--- config.mk ---
export PLATFORM = sky130hd
export DESIGN_NAME = command_frame_unpacker_flat
export DESIGN_NICKNAME = d
export VERILOG_FILES = /design/src/rtl/cfu_pkg.sv /design/src/rtl/cfu_if.sv /design/src/rtl/cfu_assembler.sv /design/src/rtl/command_frame_unpacker.sv /design/src/flat_wrapper.sv
export VERILOG_INCLUDE_DIRS = /design/src /design/src/rtl
export SDC_FILE = /design/constraint.sdc
export NUM_CORES = 1
export LEC_CHECK = 0
export BUFFER_PORTS_ARGS = -buffer_cell sky130_fd_sc_hd__buf_4
export CAP_MARGIN = 20
export CORE_UTILIZATION = 45
export DETAILED_ROUTE_END_ITERATION = 6
export PLACE_DENSITY = 0.73
export REMOVE_ABC_BUFFERS = 1
export SETUP_SLACK_MARGIN = 0.02
export SLEW_MARGIN = 40
export SYNTH_ARGS = -nofsm -noshare
export SYNTH_HDL_FRONTEND = slang
export SYNTH_HIERARCHICAL = 1
export SYNTH_SLANG_ARGS = --single-unit
--- constraint.sdc ---
create_clock -name clk -period 3.7 [get_ports clk]
set_clock_uncertainty 0.2 [all_clocks]
set_input_delay 0.185 -clock clk [delete_from_list [all_inputs] [get_ports clk]]
set_output_delay 0.185 -clock clk [all_outputs]
set_load 0.1 [all_outputs]
--- src/rtl/command_frame_unpacker_macros.svh ---
// Assertion macros for the command frame unpacker.
// Used by rtl/command_frame_unpacker.sv; expects clk and rst_n in scope.
`ifndef COMMAND_FRAME_UNPACKER_MACROS_SVH
`define COMMAND_FRAME_UNPACKER_MACROS_SVH

// same-cycle implication
`define CFU_ASSERT_NOW(lbl, ante, cons, msg) \
  lbl: assert property (@(posedge clk) disable iff (!rst_n) (ante) |-> (cons)) \
    else $error(msg);

// next-cycle implication
`define CFU_ASSERT_NEXT(lbl, ante, cons, msg) \
  lbl: assert property (@(posedge clk) disable iff (!rst_n) (ante) |=> (cons)) \
    else $error(msg);

`endif

--- src/rtl/cfu_pkg.sv ---
// Shared types and codes for the command frame unpacker.
// No dependencies; used by rtl/cfu_assembler.sv and rtl/command_frame_unpacker.sv.
package cfu_pkg;

  typedef enum logic [1:0] {
    FT_LIGHT = 2'd0,
    FT_ALARM = 2'd1,
    FT_CLOCK = 2'd2,
    FT_NONE  = 2'd3
  } frame_type_t;

  typedef enum logic [1:0] {
    ACT_CREATE = 2'd0,
    ACT_DELETE = 2'd1,
    ACT_CLEAR  = 2'd2,
    ACT_BAD    = 2'd3
  } alarm_act_t;

  typedef enum logic [2:0] {
    KIND_LIGHT        = 3'd0,
    KIND_ALARM_CREATE = 3'd1,
    KIND_ALARM_DELETE = 3'd2,
    KIND_ALARM_CLEAR  = 3'd3,
    KIND_CLOCK        = 3'd4
  } cmd_kind_t;

  // config register indexes
  localparam logic [1:0] REG_ALL_GROUPS    = 2'd0;
  localparam logic [1:0] REG_TOP_GROUP     = 2'd1;
  localparam logic [1:0] REG_DRAWER_GROUP  = 2'd2;

  localparam logic [2:0] POS_FIRST = 3'd0;
  localparam logic [2:0] POS_LAST  = 3'd4;

  typedef struct packed {
    logic [2:0]  kind;
    logic [1:0]  light_group;
    logic [3:0]  effect;
    logic [31:0] color_rgba;
    logic [6:0]  day_of_week;
    logic [4:0]  hour;
    logic [5:0]  minute;
    logic [5:0]  second;
    logic [4:0]  day_of_month;
    logic [3:0]  month;
    logic [6:0]  year;
    logic [9:0]  sound_snooze;
  } rec_t;

  // assembler status toward the output stage
  typedef struct packed {
    logic       at_last;   // current byte completes a frame
    logic       emit;      // current byte yields a record
    logic       dual;      // and a second one for the drawer group
    logic [1:0] group2;
  } asm_st_t;

endpackage

--- src/rtl/cfu_if.sv ---
// Handshake channels of the command frame unpacker: byte input and record output.
// Depends on nothing; payload fields follow cfu_pkg::rec_t.
interface cfu_byte_if;
  logic       valid;
  logic       ready;
  logic [7:0] rx_byte;

  modport source (output valid, output rx_byte, input ready);
  modport sink   (input valid, input rx_byte, output ready);
endinterface

interface cfu_rec_if;
  logic        valid;
  logic        ready;
  logic [2:0]  kind;
  logic [1:0]  light_group;
  logic [3:0]  effect;
  logic [31:0] color_rgba;
  logic [6:0]  day_of_week;
  logic [4:0]  hour;
  logic [5:0]  minute;
  logic [5:0]  second;
  logic [4:0]  day_of_month;
  logic [3:0]  month;
  logic [6:0]  year;
  logic [9:0]  sound_snooze;

  modport source (output valid, output kind, output light_group, output effect,
                  output color_rgba, output day_of_week, output hour, output minute,
                  output second, output day_of_month, output month, output year,
                  output sound_snooze, input ready);
  modport sink   (input valid, input kind, input light_group, input effect,
                  input color_rgba, input day_of_week, input hour, input minute,
                  input second, input day_of_month, input month, input year,
                  input sound_snooze, output ready);
endinterface

--- src/rtl/cfu_assembler.sv ---
// Frame assembler: byte position, frame type and held fields; builds records.
// Depends on cfu_pkg.
module cfu_assembler (
  input  logic             clk,
  input  logic             rst_n,
  input  logic             byte_fire,
  input  logic [7:0]       rx_byte,
  input  logic [1:0]       all_groups_code,
  input  logic [1:0]       top_group_code,
  input  logic [1:0]       drawer_group_code,
  output cfu_pkg::rec_t    rec,
  output cfu_pkg::asm_st_t st
);

  logic [2:0]           pos_r, pos_nxt;
  cfu_pkg::frame_type_t type_r, type_nxt, cur_type;
  logic [1:0]  group_r,   group_nxt;
  logic [3:0]  effect_r,  effect_nxt;
  logic [23:0] color_r,   color_nxt;
  logic [4:0]  sound_r,   sound_nxt;
  logic [6:0]  wday_r,    wday_nxt;
  logic [1:0]  action_r,  action_nxt;
  logic [4:0]  snooze_r,  snooze_nxt;
  logic [4:0]  hour_r,    hour_nxt;
  logic [5:0]  minute_r,  minute_nxt;
  logic [5:0]  second_r,  second_nxt;
  logic [4:0]  day_r,     day_nxt;
  logic [3:0]  month_r,   month_nxt;
  logic        last;

  assign cur_type = (pos_r == cfu_pkg::POS_FIRST) ? cfu_pkg::frame_type_t'(rx_byte[7:6])
                                                  : type_r;
  assign last = (pos_r == cfu_pkg::POS_LAST);

  always_comb begin
    pos_nxt    = pos_r;
    type_nxt   = type_r;
    group_nxt  = group_r;
    effect_nxt = effect_r;
    color_nxt  = color_r;
    sound_nxt  = sound_r;
    wday_nxt   = wday_r;
    action_nxt = action_r;
    snooze_nxt = snooze_r;
    hour_nxt   = hour_r;
    minute_nxt = minute_r;
    second_nxt = second_r;
    day_nxt    = day_r;
    month_nxt  = month_r;
    if (cur_type != cfu_pkg::FT_NONE) begin
      type_nxt = cur_type;
      pos_nxt  = last ? cfu_pkg::POS_FIRST : pos_r + 3'd1;
      if (last) begin
        type_nxt = cfu_pkg::FT_LIGHT;
      end
    end
    case (cur_type)
      cfu_pkg::FT_LIGHT: begin
        case (pos_r)
          3'd0: begin
            group_nxt  = rx_byte[5:4];
            effect_nxt = rx_byte[3:0];
          end
          3'd1:    color_nxt[23:16] = rx_byte;
          3'd2:    color_nxt[15:8]  = rx_byte;
          3'd3:    color_nxt[7:0]   = rx_byte;
          default: ;
        endcase
      end
      cfu_pkg::FT_ALARM: begin
        case (pos_r)
          3'd0: begin
            sound_nxt = rx_byte[5:1];
            wday_nxt  = {rx_byte[0], 6'd0};
          end
          3'd1: begin
            wday_nxt   = {wday_r[6], rx_byte[7:2]};
            action_nxt = rx_byte[1:0];
          end
          3'd2: begin
            snooze_nxt = rx_byte[7:3];
            hour_nxt   = {rx_byte[2:0], 2'd0};
          end
          3'd3: begin
            hour_nxt   = {hour_r[4:2], rx_byte[7:6]};
            minute_nxt = rx_byte[5:0];
          end
          default: ;
        endcase
      end
      cfu_pkg::FT_CLOCK: begin
        case (pos_r)
          3'd0: second_nxt = rx_byte[5:0];
          3'd1: minute_nxt = rx_byte[5:0];
          3'd2: begin
            hour_nxt = rx_byte[7:3];
            wday_nxt = {4'd0, rx_byte[2:0]};
          end
          3'd3: begin
            day_nxt   = rx_byte[7:3];
            month_nxt = {rx_byte[2:0], 1'b0};
          end
          default: month_nxt = {month_r[3:1], rx_byte[7]};
        endcase
      end
      default: ;
    endcase
  end

  always_ff @(posedge clk) begin
    if (!rst_n) begin
      pos_r    <= cfu_pkg::POS_FIRST;
      type_r   <= cfu_pkg::FT_LIGHT;
      group_r  <= '0;
      effect_r <= '0;
      color_r  <= '0;
      sound_r  <= '0;
      wday_r   <= '0;
      action_r <= '0;
      snooze_r <= '0;
      hour_r   <= '0;
      minute_r <= '0;
      second_r <= '0;
      day_r    <= '0;
      month_r  <= '0;
    end else if (byte_fire) begin
      pos_r    <= pos_nxt;
      type_r   <= type_nxt;
      group_r  <= group_nxt;
      effect_r <= effect_nxt;
      color_r  <= color_nxt;
      sound_r  <= sound_nxt;
      wday_r   <= wday_nxt;
      action_r <= action_nxt;
      snooze_r <= snooze_nxt;
      hour_r   <= hour_nxt;
      minute_r <= minute_nxt;
      second_r <= second_nxt;
      day_r    <= day_nxt;
      month_r  <= month_nxt;
    end
  end

  // record for the completing byte; unused fields stay zero
  always_comb begin
    rec       = '0;
    st.at_last = last;
    st.emit    = 1'b0;
    st.dual    = 1'b0;
    st.group2  = drawer_group_code;
    case (type_r)
      cfu_pkg::FT_LIGHT: begin
        st.emit         = last;
        st.dual         = last && (group_r == all_groups_code);
        rec.kind        = cfu_pkg::KIND_LIGHT;
        rec.light_group = (group_r == all_groups_code) ? top_group_code : group_r;
        rec.effect      = effect_r;
        rec.color_rgba  = {color_r, rx_byte};
      end
      cfu_pkg::FT_ALARM: begin
        case (cfu_pkg::alarm_act_t'(action_r))
          cfu_pkg::ACT_CREATE, cfu_pkg::ACT_DELETE: begin
            st.emit          = last;
            rec.kind         = (action_r == cfu_pkg::ACT_CREATE) ? cfu_pkg::KIND_ALARM_CREATE
                                                                 : cfu_pkg::KIND_ALARM_DELETE;
            rec.day_of_week  = wday_r;
            rec.hour         = hour_r;
            rec.minute       = minute_r;
            rec.sound_snooze = {sound_r, snooze_r};
          end
          cfu_pkg::ACT_CLEAR: begin
            st.emit  = last;
            rec.kind = cfu_pkg::KIND_ALARM_CLEAR;
          end
          default: ;
        endcase
      end
      cfu_pkg::FT_CLOCK: begin
        st.emit          = last;
        rec.kind         = cfu_pkg::KIND_CLOCK;
        rec.day_of_week  = wday_r;
        rec.hour         = hour_r;
        rec.minute       = minute_r;
        rec.second       = second_r;
        rec.day_of_month = day_r;
        rec.month        = {month_r[3:1], rx_byte[7]};
        rec.year         = rx_byte[6:0];
      end
      default: ;
    endcase
  end

endmodule

--- src/rtl/command_frame_unpacker.sv ---
// A record, when the frame yields one, appears in the cycle after the transfer of a frame's fifth byte.
// Throughput: one byte per cycle but for the fifth-byte wait below; an all-groups light frame
// puts out two records, one after the other, from one output register.
// The fifth byte waits only while the previous frame's record is still held.
// Reset (rst_n, synchronous, active low) returns to the first byte of a frame,
// clears held fields and sets group codes to all=3, top=0, drawer=1.
`include "command_frame_unpacker_macros.svh"

module command_frame_unpacker (
  input  logic        clk,
  input  logic        rst_n,
  cfu_byte_if.sink    in_if,
  cfu_rec_if.source   out_if,
  input  logic        cfg_we,
  input  logic [1:0]  cfg_index,
  input  logic [1:0]  cfg_wdata
);

  logic [1:0]       all_code_r, top_code_r, drawer_code_r;
  cfu_pkg::rec_t    rec, out_rec_r;
  cfu_pkg::asm_st_t st;
  logic             out_valid_r, dual_r;
  logic [1:0]       group2_r;
  logic             in_fire, out_fire;

  always_ff @(posedge clk) begin
    if (!rst_n) begin
      all_code_r    <= 2'd3;
      top_code_r    <= 2'd0;
      drawer_code_r <= 2'd1;
    end else if (cfg_we) begin
      case (cfg_index)
        cfu_pkg::REG_ALL_GROUPS:   all_code_r    <= cfg_wdata;
        cfu_pkg::REG_TOP_GROUP:    top_code_r    <= cfg_wdata;
        cfu_pkg::REG_DRAWER_GROUP: drawer_code_r <= cfg_wdata;
        default: ;
      endcase
    end
  end

  cfu_assembler u_asm (
    .clk               (clk),
    .rst_n             (rst_n),
    .byte_fire         (in_fire),
    .rx_byte           (in_if.rx_byte),
    .all_groups_code   (all_code_r),
    .top_group_code    (top_code_r),
    .drawer_group_code (drawer_code_r),
    .rec               (rec),
    .st                (st)
  );

  assign in_if.ready = !out_valid_r || !st.at_last;
  assign in_fire     = in_if.valid && in_if.ready;
  assign out_fire    = out_valid_r && out_if.ready;

  always_ff @(posedge clk) begin
    if (!rst_n) begin
      out_valid_r <= 1'b0;
      dual_r      <= 1'b0;
    end else if (in_fire && st.emit) begin
      out_valid_r <= 1'b1;
      dual_r      <= st.dual;
    end else if (out_fire) begin
      if (dual_r) begin
        dual_r <= 1'b0;
      end else begin
        out_valid_r <= 1'b0;
      end
    end
  end

  // second transfer of an all-groups frame only swaps the group
  always_ff @(posedge clk) begin
    if (in_fire && st.emit) begin
      out_rec_r <= rec;
      group2_r  <= st.group2;
    end else if (out_fire && dual_r) begin
      out_rec_r.light_group <= group2_r;
    end
  end

  assign out_if.valid        = out_valid_r;
  assign out_if.kind         = out_rec_r.kind;
  assign out_if.light_group  = out_rec_r.light_group;
  assign out_if.effect       = out_rec_r.effect;
  assign out_if.color_rgba   = out_rec_r.color_rgba;
  assign out_if.day_of_week  = out_rec_r.day_of_week;
  assign out_if.hour         = out_rec_r.hour;
  assign out_if.minute       = out_rec_r.minute;
  assign out_if.second       = out_rec_r.second;
  assign out_if.day_of_month = out_rec_r.day_of_month;
  assign out_if.month        = out_rec_r.month;
  assign out_if.year         = out_rec_r.year;
  assign out_if.sound_snooze = out_rec_r.sound_snooze;

  `CFU_ASSERT_NOW(a_dual_needs_valid, dual_r, out_valid_r, "second record pending without valid")
  `CFU_ASSERT_NOW(a_emit_on_last, in_fire && st.emit, st.at_last && !out_valid_r, "record emitted off the last byte or over a held record")
  `CFU_ASSERT_NEXT(a_dual_second, out_fire && dual_r, out_valid_r && !dual_r && out_rec_r.kind == cfu_pkg::KIND_LIGHT, "second all-groups record missing")
  `CFU_ASSERT_NOW(a_kind_range, out_valid_r, out_rec_r.kind <= cfu_pkg::KIND_CLOCK, "record kind out of range")

endmodule
--- src/flat_wrapper.sv ---
// flat-port wrapper written by rule: the top's interface ports become plain ports
module command_frame_unpacker_flat 
  (clk, rst_n, cfg_we, cfg_index, cfg_wdata, in_if_valid, in_if_rx_byte, in_if_ready, out_if_valid, out_if_kind, out_if_light_group, out_if_effect, out_if_color_rgba, out_if_day_of_week, out_if_hour, out_if_minute, out_if_second, out_if_day_of_month, out_if_month, out_if_year, out_if_sound_snooze, out_if_ready);
  cfu_byte_if in_if_i ();
  cfu_rec_if out_if_i ();
  input  logic clk;
  input  logic rst_n;
  input  logic cfg_we;
  input  logic [1:0] cfg_index;
  input  logic [1:0] cfg_wdata;
  input wire logic [$bits(in_if_i.valid)-1:0] in_if_valid;
  input wire logic [$bits(in_if_i.rx_byte)-1:0] in_if_rx_byte;
  output wire logic [$bits(in_if_i.ready)-1:0] in_if_ready;
  output wire logic [$bits(out_if_i.valid)-1:0] out_if_valid;
  output wire logic [$bits(out_if_i.kind)-1:0] out_if_kind;
  output wire logic [$bits(out_if_i.light_group)-1:0] out_if_light_group;
  output wire logic [$bits(out_if_i.effect)-1:0] out_if_effect;
  output wire logic [$bits(out_if_i.color_rgba)-1:0] out_if_color_rgba;
  output wire logic [$bits(out_if_i.day_of_week)-1:0] out_if_day_of_week;
  output wire logic [$bits(out_if_i.hour)-1:0] out_if_hour;
  output wire logic [$bits(out_if_i.minute)-1:0] out_if_minute;
  output wire logic [$bits(out_if_i.second)-1:0] out_if_second;
  output wire logic [$bits(out_if_i.day_of_month)-1:0] out_if_day_of_month;
  output wire logic [$bits(out_if_i.month)-1:0] out_if_month;
  output wire logic [$bits(out_if_i.year)-1:0] out_if_year;
  output wire logic [$bits(out_if_i.sound_snooze)-1:0] out_if_sound_snooze;
  input wire logic [$bits(out_if_i.ready)-1:0] out_if_ready;
  assign in_if_i.valid = in_if_valid;
  assign in_if_i.rx_byte = in_if_rx_byte;
  assign in_if_ready = in_if_i.ready;
  assign out_if_valid = out_if_i.valid;
  assign out_if_kind = out_if_i.kind;
  assign out_if_light_group = out_if_i.light_group;
  assign out_if_effect = out_if_i.effect;
  assign out_if_color_rgba = out_if_i.color_rgba;
  assign out_if_day_of_week = out_if_i.day_of_week;
  assign out_if_hour = out_if_i.hour;
  assign out_if_minute = out_if_i.minute;
  assign out_if_second = out_if_i.second;
  assign out_if_day_of_month = out_if_i.day_of_month;
  assign out_if_month = out_if_i.month;
  assign out_if_year = out_if_i.year;
  assign out_if_sound_snooze = out_if_i.sound_snooze;
  assign out_if_i.ready = out_if_ready;
  command_frame_unpacker u_core (.clk(clk), .rst_n(rst_n), .in_if(in_if_i), .out_if(out_if_i), .cfg_we(cfg_we), .cfg_index(cfg_index), .cfg_wdata(cfg_wdata));
endmodule
### Word level (Yosys, flattened, before mapping)

Cells that the tools add are included.

* reduce and logical (&&, ||, !) cells: 41
* mux-type cells: 30
* eq/ne operators: 24
* bitwise logic cells: 1
* add/subtract/negate cells: 1

Operators by type and width (count)
* 38-bit two-way mux: 1
* 18-bit case mux with 2 select lines: 1
* 7-bit case mux with 2 select lines: 2
* 3-bit AND reduction: 9
* 5-bit case mux with 2 select lines: 2
* 18-bit two-way mux: 1
* 2-bit inequality test, second input constant: 9
* 4-bit AND reduction: 4
* 2-bit two-way mux: 6
* 6-bit two-way mux: 2
* 6-bit case mux with 2 select lines: 1
* 2-bit AND reduction: 6
* 5-bit AND reduction: 2
* 2-bit by 1-bit equality test with 1-bit output, second input constant: 4
* 2-bit equality test, second input constant: 4
* 2-bit logical NOT: 4
* 4-bit case mux with 2 select lines: 1
* 1-bit two-way mux: 7
* 7-bit two-way mux: 1
* 3-bit by 2-bit equality test with 1-bit output, second input constant: 2
* 3-bit inequality test, second input constant: 2
* 3-bit case mux with 2 select lines: 1
* 2-bit nonzero test: 3
* 3-bit OR reduction: 2
* other kinds (14): 20

* bits of input ports: 17
* register bits after elaboration: 180
* output and inout port bits: 93

### Logic depth before layout (Yosys ltp)

Gate-level depths: netlist (run 1).

* depth in word-level cells: 7
* gate-level depth with buffers: 12
* gate-level depth less buffers: 10

### Hierarchy

Netlist (run 1), hierarchy kept.

By module, submodules not included
* cfu_assembler: cells an instance 499, area an instance 4201.5 um^2, seq. area each 1581.5 um^2, times used 1
* command_frame_unpacker: cells an instance 134, area an instance 3176.8 um^2, seq. area each 2952.8 um^2, times used 1

### Least setup slack after synthesis (run 1)

Ideal clock, no wire load.

* path type: reg-to-reg
* start: register u_core.u_asm.pos_r[0]
* end: register u_core.group2_r[0], enable pin
* stages on the path, launching flop included: 9
* buffers on the path: 1
* setup time: 444 ps
* data required time: 3056 ps
* slack: -287 ps
* data arrival time: 3343 ps
* cell sequence: dfxtp_1 inv_1 ha_1 nand2_1 inv_1 buf_4 nand2_2 nand3_4 inv_1

* longest elaborated chain between the ends: 5
* elaborated cells between the ends (all ways): 7
* those cells by class: eq/ne: 1; mux: 2; reduce/logical: 4

RTL lines
* start, declared: line cfu_assembler.sv:15 `logic [2:0] pos_r, pos_nxt;`
* start signal, assigned: line cfu_assembler.sv:112 `pos_r <= cfu_pkg::POS_FIRST;`
* start signal, assigned: line cfu_assembler.sv:127 `pos_r <= pos_nxt;`
* 3-bit equality test: line cfu_assembler.sv:33 `assign last = (pos_r == cfu_pkg::POS_LAST);`
* named net u_core.u_asm.last: line cfu_assembler.sv:29 `logic last;`
* 1-bit logical NOT: line command_frame_unpacker.sv:53 `assign in_if.ready = !out_valid_r || !st.at_last;`
* 1-bit logical OR: line command_frame_unpacker.sv:53
* named net in_if_ready: line flat_wrapper.sv:13 `output wire logic [$bits(in_if_i.ready)-1:0] in_if_ready;`
* 1-bit logical AND: line command_frame_unpacker.sv:54 `assign in_fire = in_if.valid && in_if.ready;`
* 1-bit logical AND: line command_frame_unpacker.sv:75 `if (in_fire && st.emit) begin`
* end signal, assigned: line command_frame_unpacker.sv:77 `group2_r <= st.group2;`
* end, declared: line command_frame_unpacker.sv:23 `logic [1:0] group2_r;`

The timed path passes the listed nets, and every way through them passes these cells.
A chain may end at the register's enable or synchronous reset.

### Worst setup path in the final report (run 1)

* start: register u_core.u_asm.pos_r[0]
* end: register u_core.u_asm.hour_r[3]

* longest elaborated chain between the ends: 5
* elaborated cells between the ends (all ways): 16
* those cells by class: eq/ne: 8; mux: 2; reduce/logical: 6

RTL lines
* 3-bit logical NOT or 3-bit equality test (tied branches): line cfu_assembler.sv:31, cfu_assembler.sv:33
* 2-bit two-way mux or 1-bit logical NOT (tied branches): line cfu_assembler.sv:31, command_frame_unpacker.sv:53
* 2-bit by 1-bit equality test with 1-bit output (tied with other cells): line cfu_assembler.sv:57 `case (cur_type)`
* 2-bit inequality test (no line) (tied with other cells)
* 5-bit AND reduction (no line)
* end signal, assigned: line cfu_assembler.sv:136 `hour_r <= hour_nxt;`
* end, declared: line cfu_assembler.sv:24 `logic [4:0] hour_r, hour_nxt;`

Several ways; a longest one is shown, not always the timed one.

==> results of run 1 <==
[logic make-up after synthesis]
logic type	Yosys count	share of synthesized area
muxes	52	0.0719
and+or+nand+nor	256	0.183
buffers and inverters	56	0.0329
adders and majority gates	22	0.0373
DFF	180	0.615
xor gates and xnor gates	2	0.00237
AOI/OAI and AO/OA	65	0.0582
[synthesized netlist by cell type (8+ instances only)]
cell,number,area share
a21oi_1,21,0.014
and2_1,86,0.073
buf_2,8,0.0054
clkbuf_1,23,0.012
dfxtp_1,87,0.24
edfxtp_1,93,0.38
ha_1,22,0.037
inv_1,17,0.0086
mux2i_1,50,0.068
nand2_1,61,0.031
nand3_1,13,0.0088
nor2_1,59,0.030
o21ai_0,17,0.012
[cell type report]
class / instances / area, µm²
Multi-Input combinational cell: 397 / 2600
Clock buffer: 19 / 443
Clock inverter: 13 / 115
Inverter: 19 / 72.6
Fill cell: 1321 / 6820
Timing Repair Buffer: 137 / 1080
Tap cell: 216 / 270
Sequential cell: 180 / 4530
[layer usage]
| layer | share of wire | vias up |
|---|---|---|
| li1 | - | 2394 |
| met5 | 0 | - |
| met2 | 0.49 | 164 |
| met3 | 0.051 | 18 |
| met1 | 0.44 | 2417 |
| met4 | 0.014 | 0 |
[critical path, delay by kind of cell (launching register included)]
| kind | cells | cell delay, ps |
|---|---|---|
| compound gates | 3 | 900 |
| fa+ha+maj | 2 | 1030 |
| buf+inv | 1 | 90 |
| flops | 1 | 390 |
| mux | 1 | 430 |
| simple gates | 2 | 230 |
[cells in the final DEF (no fill, tap or decap), drive strengths merged, types with 2 or more instances in the layout]
cell type | Yosys | layout
buf | 14 | 115
edfxtp | 93 | 93
dfxtp | 87 | 87
and2 | 87 | 87
nand2 | 62 | 62
nor2 | 60 | 60
mux2i | 50 | 50
dlygate4sd3 | 0 | 22
ha | 22 | 22
a21oi | 21 | 21
clkbuf | 23 | 19
inv | 18 | 18
o21ai | 17 | 17
nand3 | 17 | 17
clkinv | 1 | 11
nand2b | 6 | 6
nand3b | 5 | 5
nand4 | 5 | 5
a211oi | 5 | 5
nor3b | 5 | 5
o211ai | 4 | 4
a21boi | 3 | 3
and2b | 3 | 3
o211a | 3 | 3
bufinv | 0 | 2
mux2 | 2 | 2
o21a | 2 | 2
nor3 | 2 | 2
xor2 | 2 | 2
a22oi | 2 | 2
a311oi | 2 | 2
a2bb2oi | 2 | 2
[power by group]
part | switching [µW] | total (µW) | internal [µW] | leakage (µW)
Combinational | 234 | 365 | 131 | 0.00189
Clock | 700 | 1690 | 995 | 0.000274
Sequential | 23.6 | 2150 | 2120 | 0.00146
Total | 957 | 4210 | 3250 | 0.00363
[flip-flops by register name, summed over array words and instances (netlist names), 5 cells and up]
signal / flops
u_core/out_if.color_rgba: 32
u_core/u_asm/color_r: 24
u_core/out_if.sound_snooze: 10
u_core/out_if.day_of_week: 7
u_core/out_if.year: 7
u_core/u_asm/wday_r: 7
u_core/out_if.minute: 6
u_core/out_if.second: 6
u_core/u_asm/minute_r: 6
u_core/u_asm/second_r: 6
u_core/out_if.day_of_month: 5
u_core/out_if.hour: 5
u_core/u_asm/day_r: 5
u_core/u_asm/hour_r: 5
u_core/u_asm/snooze_r: 5
u_core/u_asm/sound_r: 5
[timing repair]
item,4_1_cts,5_1_grt
hold buffers,22,0
endpoints found under the hold margin,80,0
resized for setup,0,0
[through the flow]
stage	utilization	std cells
floorplan	-	596
global placement	0.523	927
detailed placement	0.523	927
CTS	0.572	981
global route	0.572	981
finish	0.572	981
[how the worst max path moves through the flow]
stage	startpoint	endpoint	slack (ps)
floorplan	u_core/u_asm/type_r[0]$_SDFFE_PN0P_	u_core/group2_r[0]$_DFFE_PP_	-250
global placement	u_core/u_asm/pos_r[0]$_SDFFE_PN0P_	u_core/u_asm/hour_r[3]$_SDFFE_PN0P_	690
detailed placement	u_core/u_asm/pos_r[0]$_SDFFE_PN0P_	u_core/u_asm/hour_r[3]$_SDFFE_PN0P_	430
CTS	u_core/u_asm/pos_r[0]$_SDFFE_PN0P_	u_core/u_asm/hour_r[3]$_SDFFE_PN0P_	420
global route	u_core/u_asm/pos_r[0]$_SDFFE_PN0P_	u_core/u_asm/hour_r[2]$_SDFFE_PN0P_	100
finish	u_core/u_asm/pos_r[0]$_SDFFE_PN0P_	u_core/u_asm/hour_r[3]$_SDFFE_PN0P_	330
==> impl_metrics.ini, run 1 <==
[die]
core_um2 = 15900
chipWidth_um = 130
rows = 46
die_area_um2 = 16900
start_util = 0.463
die_h_um = 130
ios = 110

[timing]
maxSlewViolCount = 0
finalSetupViolCount = 0
worst_pin_slew_ps = 817
fin_hold_ws_ps = 244
post-route-period-util = 0.911
rsz0062_at_grt = false
slew_headroom = 0.455
period_minus_slack_ps = 3370
hold_violations = 0
fmax_mhz = 297
worst_slack_ps = 331
setup_tns_ps = 0

[worst_setup_path]
critical_path_class = register to register
r2r-start = u_core/u_asm/pos_r[0]$_SDFFE_PN0P_
crit_top_cell = ha_1
worst_setup_path_end_kind = register
reg2reg_depth = 9
arrival_ps = 3490
cp-start-kind = register
cp_slowest_cell = ha_1
critical_path.cell_chain = inv_1 -> ha_1 -> nand2b_2 -> mux2i_1 -> ha_1 -> o21ai_0 -> a211oi_2 -> nor2_1 -> a211oi_1
worstPathRequired_ps = 3830
critical_path.max_fanout = 24
max_stage_delay_ps = 780
r2r_setup_slack_ps = 330
rr_endpoint = u_core/u_asm/hour_r[3]$_SDFFE_PN0P_

[min_path]
hold_depth = 0
worstHoldStart = u_core/drawer_code_r[1]$_SDFFE_PN0P_
min_to = u_core/group2_r[1]$_DFFE_PP_
hold_path.class = register to register

[drt]
routed_wl_mm = 15.6
dr.pass1.iters = 5
remaining_drc_errors = 0
vias_per_cell = 5.09
drt-wirelength-per-cell_um = 15.9
num_vias = 4993
drtIter0Drc = 316
drt.antenna.violating_nets = 0

[power_and_ir_drop]
vdd_drop_max_uv = 343
power.density_nw_per_um2 = 461
leakagePower_uw = 0.00363
power.total_uw = 4210

[clock_tree]
insertion_delay_ps = 420
clock_tree.root_cell = clkbuf_16
cts_tree = built
clk_path_buf_depth = 2
cts_setup_buffers = 0
cts.htree.levels = 4
clkTransAtPathRegs_ps = 60
cts_sinks = 180
cts_buffers = 17

[grt]
grt.busiest_layer = met2
use_met3 = 0.0488
antenna_found_initial = 0
grt_overflow = 0
grt_pass1_wl_mm = 24.0
grt_pass1_vias = 4788
gr-usage-met2 = 0.323
grt.total_usage = 0.190
grt_max_degree = 48
grt_util_met1 = 0.234

[yosys]
async_flop_share = 0
ys_seq_area_frac = 0.615
yosys_most_used_dff = edfxtp_1
synth_edf_count = 93
syn_avg_cell_area_um2 = 11.7
synth.distinct_cells = 51
ys_seq_elements = 180
synthCells = 633
synth.cell_area_um2 = 7380
yosys_warnings = 6

[run_status]
status = finished clean

[layout]
final_cell_area_um2 = 9120
syn_to_final_growth_pct = 23.6
antenna_cells = 0
finalNetCount = 791
drive_gt1_frac = 0.208

[placement]
portBuffers = 109
dpl-instance-area_um2 = 8340
hpwl_mm = 10.2
place.gp.congestion = 0.837
pre_cts_ws_ps = 431

[run]
max_cap_violations = 0
(Power assumes the default switching activity.)
==> run 2, diff against run 1 <==
--- a/config.mk
+++ b/config.mk
@@ -11,10 +11,10 @@
 export CORE_UTILIZATION = 45
 export DETAILED_ROUTE_END_ITERATION = 6
 export PLACE_DENSITY = 0.73
-export REMOVE_ABC_BUFFERS = 1
 export SETUP_SLACK_MARGIN = 0.02
 export SLEW_MARGIN = 40
 export SYNTH_ARGS = -nofsm -noshare
 export SYNTH_HDL_FRONTEND = slang
 export SYNTH_HIERARCHICAL = 1
 export SYNTH_SLANG_ARGS = --single-unit
+export TNS_END_PERCENT = 10
==> run 2 against run 1 <==
Net effect:
- power grew 5.4%
- largest power group unchanged
- final area increased by 1.2%
- sequential share of layout area fell by 0.60 points
- clock power rose by 13%
- non-clock buffer count grew 2
==> impl_metrics.ini, run 2 (synthesis gave the netlist of run 1 again) <==
[run_status]
status = finished clean

[grt]
grt_overflow = 0
grt.total_usage = 0.197
grt_pass1_vias = 4862
antenna_found_initial = 0
grt_pass1_wl_mm = 24.7
grt_max_degree = 57

[die]
rows = 46
die_area_um2 = 16900
die_h_um = 130
chipWidth_um = 130
ios = 110
core_um2 = 15900
start_util = 0.463

[worst_setup_path]
critical_path.max_fanout = 18
worst_setup_path_end_kind = register
r2r_setup_slack_ps = 610
reg2reg_depth = 11
path_buf_inv = 3
worstPathRequired_ps = 3830
r2r-start = u_core/u_asm/pos_r[0]$_SDFFE_PN0P_
critical_path.top_delay_family = adder cells
cp_num_cells = 11
cp_slowest_cell = dfxtp_1
arrival_ps = 3220
cp-start-kind = register
max_stage_delay_ps = 410
rr_endpoint = u_core/u_asm/hour_r[0]$_SDFFE_PN0P_
critical_path.cell_chain = inv_1 -> ha_1 -> nand2b_2 -> mux2i_1 -> inv_1 -> ha_1 -> buf_4 -> nand2b_1 -> a21oi_1 -> nor2_1 -> a311oi_1
critical_path_class = register to register

[timing]
rsz0062_at_grt = false
maxSlewViolCount = 0
hold_violations = 0
slew_headroom = 0.479
post-route-period-util = 0.835
worst_slack_ps = 610
period_minus_slack_ps = 3090
fmax_mhz = 324
worst_pin_slew_ps = 780
finalSetupViolCount = 0
setup_tns_ps = 0

[layout]
final_common_cell = buf_4
largest_reg_flops = 32
drive_gt1_frac = 0.218
syn_to_final_growth_pct = 25.1
final_cell_mix = 115 x buf_4, 93 x edfxtp_1, 86 x dfxtp_1, 86 x and2_1, 61 x nand2_1
antenna_cells = 0
finalNetCount = 793

[drt]
drtIter0Drc = 292
dr.pass1.iters = 4
num_vias = 4934
routed_wl_mm = 16.0
remaining_drc_errors = 0
drt-wirelength-per-cell_um = 16.2
vias_per_cell = 5.02
drt.antenna.violating_nets = 0

[placement]
hpwl_mm = 10.4
portBuffers = 109
pre_cts_ws_ps = 710
place.gp.congestion = 0.835

[clock_tree]
cts_setup_buffers = 0
insertion_delay_ps = 430
clk_path_buf_depth = 2
cts_buffers = 17
cts.htree.levels = 4
clock_tree.root_cell = clkbuf_16
clkTransAtPathRegs_ps = 70
cts_tree = built
cts_sinks = 180

[power_and_ir_drop]
vdd_drop_max_uv = 328
power.density_nw_per_um2 = 480
leakagePower_uw = 0.00366

[min_path]
worstHoldStart = u_core/drawer_code_r[1]$_SDFFE_PN0P_
min_to = u_core/group2_r[1]$_DFFE_PP_
hold_depth = 0
hold_path.class = register to register

[run]
max_cap_violations = 0

[yosys]
mappedNetlistNets = 672
run 2: final cells by class:
cell class / instances / area [µm²]
Clock buffer: 18 / 439
Clock inverter: 14 / 199
Fill cell: 1315 / 6710
Inverter: 19 / 75.1
Multi-Input combinational cell: 397 / 2600
Sequential cell: 180 / 4540
Tap cell: 216 / 270
Timing Repair Buffer: 139 / 1110
run 2: worst max-delay path by stage:
stage / startpoint / endpoint
2_1_floorplan: u_core/u_asm/pos_r[0]$_SDFFE_PN0P_ / u_core/group2_r[0]$_DFFE_PP_
3_3_place_gp: u_core/u_asm/pos_r[0]$_SDFFE_PN0P_ / u_core/u_asm/hour_r[0]$_SDFFE_PN0P_
3_5_place_dp: u_core/u_asm/pos_r[0]$_SDFFE_PN0P_ / u_core/u_asm/hour_r[0]$_SDFFE_PN0P_
4_1_cts: u_core/u_asm/pos_r[0]$_SDFFE_PN0P_ / u_core/u_asm/hour_r[0]$_SDFFE_PN0P_
5_1_grt: u_core/u_asm/pos_r[0]$_SDFFE_PN0P_ / u_core/u_asm/hour_r[1]$_SDFFE_PN0P_
6_report: u_core/u_asm/pos_r[0]$_SDFFE_PN0P_ / u_core/u_asm/hour_r[0]$_SDFFE_PN0P_
run 2: repair_timing:
| action | CTS | global route |
|---|---|---|
| hold endpoints to repair | 79 | 0 |
| setup endpoints to repair | 0 | 0 |
| hold buffers | 23 | 0 |
| resized for setup | 0 | 0 |
run 2: power by group:
part / leakage [µW] / internal, µW / switching (µW)
registers: 0.00146 / 2120 / 23.5
logic: 0.00190 / 134 / 237
clock network: 0.000300 / 1160 / 759
total: 0.00366 / 3410 / 1020
run 2: routing by layer:
| metal | vias to the layer above | track usage | part of all wire | wire length (µm) |
|---|---|---|---|---|
| met5 | - | 0 | 0 | 0 |
| met4 | 0 | 0.0677 | 0.012 | 198 |
| met3 | 16 | 0.0554 | 0.048 | 767 |
| met2 | 137 | 0.333 | 0.50 | 8010 |
| met1 | 2379 | 0.241 | 0.44 | 7000 |
| li1 | 2402 | - | - | - |
run 2: through the flow:
| stage | hold slack, ps | instances | area, µm² | util | power [µW] |
|---|---|---|---|---|---|
| after global routing | 273 | 983 | 9230 | 0.579 | 4580 |
| after CTS | 243 | 983 | 9230 | 0.579 | 4460 |
| final | 243 | 983 | 9230 | 0.579 | 4430 |
| after detailed placement | 224 | 928 | 8370 | 0.525 | 2540 |
| after floorplan | 110 | 633 | 7380 | - | 2440 |
| after global placement | 211 | 928 | 8370 | 0.525 | 2520 |
